--- config.mk ---
export PLATFORM = sky130hd
export DESIGN_NAME = sliding_window_min_max_top
export DESIGN_NICKNAME = d
export VERILOG_FILES = /design/src/hw/rtl/swmm_pkg.sv /design/src/hw/rtl/swmm_ram.sv /design/src/hw/rtl/sliding_window_min_max_top.sv
export SDC_FILE = /design/constraint.sdc
export NUM_CORES = 2
export LEC_CHECK = 0
export BUFFER_PORTS_ARGS = -buffer_cell sky130_fd_sc_hd__buf_4
export CAP_MARGIN = 5
export CORE_AREA = 2 2 496 449
export CTS_CLUSTER_DIAMETER = 120
export DETAILED_ROUTE_END_ITERATION = 12
export DIE_AREA = 0 0 498 451
export GPL_TIMING_DRIVEN = 1
export PLACE_DENSITY = 0.65
export SKIP_CTS_REPAIR_TIMING = 1
export SYNTH_ARGS = -nofsm -noshare
export SYNTH_HDL_FRONTEND = slang
export SYNTH_SLANG_ARGS = --single-unit
--- constraint.sdc ---
create_clock -name clock -period 4.8 [get_ports clock]
set_input_delay 0.48 -clock clock [delete_from_list [all_inputs] [get_ports clock]]
set_output_delay 0.48 -clock clock [all_outputs]
set_load 0.02 [all_outputs]
--- src/hw/rtl/swmm_pkg.sv ---
// ----------------------------------------------------------------------------
// swmm_pkg: shared constants and types for the sliding window min/max block
// Default sizes, register indexes and the controller state type.
// ----------------------------------------------------------------------------
`default_nettype none
package swmm_pkg;
   localparam int unsigned DefMaxWindow   = 64;
   localparam int unsigned DefSampleWidth = 32;
   localparam int unsigned CsrDataWidth   = 7;
   localparam int unsigned CsrIndexWidth  = 1;

   localparam logic [CsrIndexWidth-1:0] CSR_WINDOW_LENGTH = 1'd0;
   localparam logic [CsrIndexWidth-1:0] CSR_TAKE_MINIMUM  = 1'd1;

   typedef enum logic [1:0] {
      ST_IDLE,
      ST_SCAN,
      ST_DRAIN,
      ST_FIN
   } state_type;
endpackage
`default_nettype wire

--- src/hw/rtl/swmm_ram.sv ---
// ----------------------------------------------------------------------------
// swmm_ram: generic single-write, single-read RAM
// One write port, one read port with registered read data.
// ----------------------------------------------------------------------------
`default_nettype none
module swmm_ram #(
   parameter int unsigned WIDTH = 8,
   parameter int unsigned DEPTH = 64
) (
   input  wire logic                     clock,
   input  wire logic                     wr_en,
   input  wire logic [$clog2(DEPTH)-1:0] wr_addr,
   input  wire logic [WIDTH-1:0]         wr_data,
   input  wire logic                     rd_en,
   input  wire logic [$clog2(DEPTH)-1:0] rd_addr,
   output logic      [WIDTH-1:0]         rd_data
);
   logic [WIDTH-1:0] mem_ff [DEPTH];

   always_ff @(posedge clock) begin
      if (wr_en) begin
         mem_ff[wr_addr] <= wr_data;
      end
      if (rd_en) begin
         rd_data <= mem_ff[rd_addr];
      end
   end
endmodule
`default_nettype wire

--- src/hw/rtl/sliding_window_min_max_top.sv ---
// ----------------------------------------------------------------------------
// sliding_window_min_max_top: windowed minimum or maximum of a sample stream
// Keeps the last samples in a RAM and, once the window is full, scans it once per sample.
// ----------------------------------------------------------------------------
// Usage:
//   req_ carries one sample per word: tdata = sample, tuser = {series_start,
//   sample_missing}. rsp_ returns one word per sample: tdata = extreme_value,
//   tuser = result_missing. csr_ writes window_length (index 0) and take_minimum
//   (index 1). The user writes them while the block is idle; it is not enforced.
//   Per sample the block writes the window RAM and, with a full window,
//   reads the other window_length-1 entries one per cycle over the RAM's
//   single read port, then goes through ST_DRAIN to ST_FIN; a short window
//   or L = 1 goes straight to ST_FIN. The result is loaded in ST_FIN and
//   the next sample is accepted in the cycle after it is loaded.
//   The result sits in an output register; while the receiver stalls the
//   block finishes the current scan and holds until the register frees.
//   Reset clears the write position, fill count and control state and sets
//   window_length to 1 and take_minimum to 1. RAM contents need no clearing:
//   only entries written since the series start are ever read.
// ----------------------------------------------------------------------------
`default_nettype none
module sliding_window_min_max_top
   import swmm_pkg::*;
#(
   parameter int unsigned MAX_WINDOW   = DefMaxWindow,
   parameter int unsigned SAMPLE_WIDTH = DefSampleWidth
) (
   input  wire logic                                 clock,
   input  wire logic                                 reset,
   input  wire logic                                 req_tvalid,
   output logic                                      req_tready,
   // [SAMPLE_WIDTH-1:0] sample, zero padded to bytes
   input  wire logic [((SAMPLE_WIDTH+7)/8)*8-1:0]    req_tdata,
   // [0] sample_missing, [1] series_start
   input  wire logic [1:0]                           req_tuser,
   output logic                                      rsp_tvalid,
   input  wire logic                                 rsp_tready,
   // [SAMPLE_WIDTH-1:0] extreme_value, zero padded to bytes
   output logic      [((SAMPLE_WIDTH+7)/8)*8-1:0]    rsp_tdata,
   // [0] result_missing
   output logic                                      rsp_tuser,
   input  wire logic                                 csr_wr_en,
   input  wire logic [CsrIndexWidth-1:0]             csr_index,
   input  wire logic [CsrDataWidth-1:0]              csr_wdata
);
   localparam int unsigned AW = $clog2(MAX_WINDOW);
   localparam int unsigned LW = $clog2(MAX_WINDOW + 1);
   localparam int unsigned DW = ((SAMPLE_WIDTH + 7) / 8) * 8;
   localparam logic [AW-1:0] LastAddr = AW'(MAX_WINDOW - 1);
   localparam logic [LW-1:0] MaxLen   = LW'(MAX_WINDOW);

   state_type state_ff, state_in;

   logic [CsrDataWidth-1:0] window_length_ff;
   logic                    take_minimum_ff;
   logic [AW-1:0]           pos_ff;
   logic [LW-1:0]           fill_ff;
   logic [AW-1:0]           rd_addr_ff;
   logic [LW-1:0]           rem_ff;
   logic                    rd_vld_ff;
   logic                    min_ff;
   logic                    short_ff;
   logic                    found_ff;
   logic signed [SAMPLE_WIDTH-1:0] best_ff;
   logic                    rsp_valid_ff;
   logic [SAMPLE_WIDTH-1:0] rsp_value_ff;
   logic                    rsp_missing_ff;

   logic [LW-1:0]           len;
   logic [LW-1:0]           fill_in;
   logic                    accept;
   logic                    out_free;
   logic                    rd_en;
   logic [SAMPLE_WIDTH:0]   rd_data;
   logic signed [SAMPLE_WIDTH-1:0] rd_sample;
   logic                    better;
   logic                    res_missing;

   always_comb begin
      priority if (window_length_ff == '0) begin
         len = LW'(1);
      end else if (32'(window_length_ff) > MAX_WINDOW) begin
         len = MaxLen;
      end else begin
         len = LW'(window_length_ff);
      end
   end

   assign accept   = req_tvalid && req_tready;
   assign out_free = !rsp_valid_ff || rsp_tready;

   always_comb begin
      priority if (req_tuser[1]) begin
         fill_in = LW'(1);
      end else if (fill_ff < MaxLen) begin
         fill_in = fill_ff + LW'(1);
      end else begin
         fill_in = fill_ff;
      end
   end

   swmm_ram #(.WIDTH(SAMPLE_WIDTH + 1), .DEPTH(MAX_WINDOW)) u_window_ram (
      .clock  (clock),
      .wr_en  (accept),
      .wr_addr(pos_ff),
      .wr_data({req_tuser[0], req_tdata[SAMPLE_WIDTH-1:0]}),
      .rd_en  (rd_en),
      .rd_addr(rd_addr_ff),
      .rd_data(rd_data)
   );

   assign rd_sample = $signed(rd_data[SAMPLE_WIDTH-1:0]);
   assign better    = min_ff ? (rd_sample < best_ff) : (rd_sample > best_ff);
   assign res_missing = short_ff || !found_ff;

   // next state
   always_comb begin
      state_in = state_ff;
      unique case (state_ff)
         ST_IDLE: begin
            if (accept) begin
               state_in = (fill_in < len || len == LW'(1)) ? ST_FIN : ST_SCAN;
            end
         end
         ST_SCAN: begin
            if (rem_ff == LW'(1)) begin
               state_in = ST_DRAIN;
            end
         end
         ST_DRAIN: state_in = ST_FIN;
         ST_FIN: begin
            if (out_free) begin
               state_in = ST_IDLE;
            end
         end
         default: state_in = ST_IDLE;
      endcase
   end

   // outputs
   always_comb begin
      req_tready = 1'b0;
      rd_en      = 1'b0;
      unique case (state_ff)
         ST_IDLE:  req_tready = 1'b1;
         ST_SCAN:  rd_en      = 1'b1;
         ST_DRAIN: ;
         ST_FIN:   ;
         default:  ;
      endcase
   end

   always_ff @(posedge clock) begin
      if (reset) begin
         state_ff         <= ST_IDLE;
         window_length_ff <= CsrDataWidth'(1);
         take_minimum_ff  <= 1'b1;
         pos_ff           <= '0;
         fill_ff          <= '0;
         rd_vld_ff        <= 1'b0;
         rsp_valid_ff     <= 1'b0;
      end else begin
         state_ff  <= state_in;
         rd_vld_ff <= rd_en;
         if (csr_wr_en) begin
            unique case (csr_index)
               CSR_WINDOW_LENGTH: window_length_ff <= csr_wdata;
               CSR_TAKE_MINIMUM:  take_minimum_ff  <= csr_wdata[0];
               default: ;
            endcase
         end
         if (accept) begin
            pos_ff  <= (pos_ff == LastAddr) ? '0 : pos_ff + AW'(1);
            fill_ff <= fill_in;
         end
         if (state_ff == ST_FIN && out_free) begin
            rsp_valid_ff <= 1'b1;
         end else if (rsp_tready) begin
            rsp_valid_ff <= 1'b0;
         end
      end
   end

   always_ff @(posedge clock) begin
      if (accept) begin
         rd_addr_ff <= (pos_ff == '0) ? LastAddr : pos_ff - AW'(1);
         rem_ff     <= len - LW'(1);
         min_ff     <= take_minimum_ff;
         short_ff   <= fill_in < len;
         best_ff    <= $signed(req_tdata[SAMPLE_WIDTH-1:0]);
         found_ff   <= !req_tuser[0];
      end else begin
         if (rd_en) begin
            // walk back from the entry just before the newest
            rd_addr_ff <= (rd_addr_ff == '0) ? LastAddr : rd_addr_ff - AW'(1);
            rem_ff     <= rem_ff - LW'(1);
         end
         if (rd_vld_ff && !rd_data[SAMPLE_WIDTH] && (!found_ff || better)) begin
            best_ff  <= rd_sample;
            found_ff <= 1'b1;
         end
      end
      if (state_ff == ST_FIN && out_free) begin
         rsp_value_ff   <= res_missing ? '0 : best_ff;
         rsp_missing_ff <= res_missing;
      end
   end

   assign rsp_tvalid = rsp_valid_ff;
   assign rsp_tdata  = DW'(rsp_value_ff);
   assign rsp_tuser  = rsp_missing_ff;
endmodule
`default_nettype wire
==> impl_metrics.json <==
{
  "firstDrtPassIters": 6,
  "worst-path-max-fanout": 21,
  "critPathRequiredTime_ns": 5.34,
  "critPathArrivalTime_ns": 4.83,
  "synth_seq_area_share_pct": 77.05,
  "via_per_inst": 5.941,
  "grt_pass1_wl_mm": 335.1,
  "finalMaxSlewViolations": 0,
  "wl_mm": 238.4,
  "hold_class": "in -> reg",
  "chipHeight_um": 451,
  "route.detailed.drc": 0,
  "cp-end-kind": "flop",
  "path_common_cell": "buf_4",
  "syn-cell-area_mm2": 0.08740,
  "rows": 164,
  "final_antenna_net_count": 0,
  "antenna_found_initial": 10,
  "areaGrowthSynthToFinish_pct": 14.11,
  "setup_violations": 0,
  "power.total_uw": 57110,
  "max_freq_ghz": 0.2329,
  "maxCapViolations": 0,
  "syn-num-nets": 4231,
  "die_width_um": 498,
  "clock-root-buffer": "clkbuf_16",
  "avgSynthCellArea_um2": 21.15,
  "grt-ovfl-total": 0,
  "power_leakage_uw": 0.03175,
  "startpoint_type": "flop",
  "core_mm2": 0.2202,
  "worst_slew_margin_rel_pct": 11.33,
  "cts_buffer_depth": 3,
  "grtUsageTotal_pct": 20.97,
  "wire_per_inst_um": 31.76,
  "finalHoldViolCount": 0,
  "cts_tree": "done",
  "drive_gt1_share_pct": 25.57,
  "status": "complete, no violations",
  "cp_top_family": "compound AO/OA/AOI/OAI gates",
  "ys_ff_latch": 2251,
  "ios": 82,
  "fin_crit_ns": 4.294,
  "ys.flop_type": "edfxtp_1",
  "layout_worst_path_cycle_share_pct": 89.46,
  "grt_setup_unrepaired": "no",
  "cts_made_buffers": 208,
  "hpwl_mm": 138.1,
  "async_reset_ff_share_pct": 0,
  "clock_latency_ns": 0.85,
  "tightest_slew_ns": 1.330,
  "yosysWarnings": 0,
  "synth_edf_count": 2226,
  "die-area_mm2": 0.2246,
  "start_util_pct": 39.70,
  "cts.sinks": 2251,
  "cpPeakStageDelay_ns": 0.88,
  "crit_chain": "buf_4, buf_12, buf_4, mux4_2, a221oi_1, o21ai_0, buf_4, a21oi_1, nor2_1",
  "path_class": "reg -> reg",
  "fin_setup_tns_ns": 0,
  "crit_slowest_cell": "edfxtp_1",
  "clkSlewWorstSetupHoldPaths_ns": 0.07,
  "grt_pass1_vias": 43300,
  "vias": 44590,
  "place_congestion": 0.9178,
  "nNetsFinal": 4514,
  "port_buffers": 81,
  "critPathBufInv": 4,
  "synthCells": 4132,
  "grt_max_degree": 90,
  "drtIter0Drc": 6313,
  "htree_levels": 4,
  "p_per_area_mw_per_mm2": 572.6,
  "skew_ns": 0.04199,
  "yosysUniqueCellTypes": 63,
  "peakVddDrop_v": 0.0005403
}
-- flip-flops by register name, indices dropped and copies added (netlist names) --
name	count
window_length_ff	7
best_ff	32
short_ff	1
min_ff	1
fill_ff	7
state_ff	2
found_ff	1
rsp_tdata	32
rd_vld_ff	1
u_window_ram.mem_ff	2112
rsp_tvalid	1
take_minimum_ff	1
rem_ff	7
u_window_ram.rd_data	33
pos_ff	6
rsp_tuser	1
rd_addr_ff	6
-- placed cells by master (no fill, tap or decap), drive strengths merged, types with 56 or more instances in the layout --
cell	n
a21oi	76
clkbuf	258
nand2	227
mux4	523
inv	56
edfxtp	2226
nor2	177
clkinv	104
buf	276
mux2i	157
-- layer usage --
layer  up-vias  global-route usage, %  routed length [um]
li1      17770                      -                   -
met3       375                  6.059               27660
met2      2536                  31.50              108200
met5         -                      0                  28
met4         6                  5.736                6617
met1     23910                  29.95               95900
-- cell type report --
cell class	instances	area, um2
Clock buffer	258	5477
Inverter	51	198.9
Sequential cell	2251	67340
Multi-Input combinational cell	1612	19200
Timing Repair Buffer	291	2520
Tap cell	2905	3635
Clock inverter	133	1354
Antenna cell	5	12.51
Fill cell	18200	120400
-- per-stage QoR --
stage	hold slack [ns]	instances	setup WS, ns	area (um2)	utilization (%)
after CTS	-0.1957	7486	0.7121	99580	45.23
after global placement	0.4645	7094	0.7895	92740	42.12
final	0.03192	7506	0.5059	99740	45.30
after detailed placement	0.4766	7095	0.7460	92750	42.12
after global routing	0.01198	7501	0.6005	99730	45.29
after floorplan	0.4018	4132	0.9009	87400	-
-- final timing paths --
kind                 start  depth (start not counted)                      end  slack, ns
max          rd_addr_ff[1]                          9  u_window_ram.rd_data[4]       0.51
min                  reset                          2      window_length_ff[3]       0.03
max reg2reg  rd_addr_ff[1]                          9  u_window_ram.rd_data[4]       0.51
min reg2reg     fill_ff[5]                          2               fill_ff[5]       0.49
-- synthesized netlist by cell type (all sizes together), types with 16 or more instances --
cell type	number	area, um2
inv	49	183.9
buf	116	805.8
mux4	523	11780
mux2i	157	1572
nand3	28	140.1
edfxtp	2226	66840
a21oi	76	380.4
clkbuf	102	382.9
nor3	27	135.1
dfxtp	25	500.5
a31oi	21	131.4
nand2	227	852.1
and3	16	100.1
a22oi	20	150.1
o22ai	50	312.8
nor2	177	664.4
ha	52	650.6
o21ai	40	200.2
o221ai	50	437.9
a211oi	23	172.7
-- report_power, final --
group / switching (uW) / internal (uW) / total [uW]
sequential: 626 / 22500 / 23200
combinational: 10600 / 6730 / 17300
clock: 7320 / 9310 / 16600
-- cells by family (layout without fill, tap and decap cells) --
group                      after synthesis  after routing  share of synthesized area, %
DFF                                   2251           2251                         77.05
muxes                                  680            680                         15.27
and+or+nand+nor                        521            521                         2.518
AOI/OAI and AO/OA                      336            336                         2.603
buffers and inverters                  269            733                         1.579
adders and majority gates               52             52                        0.7444
xor gates and xnor gates                23             23                        0.2305
other                                    0              5                             0
Power figures use the tool's default switching activity.
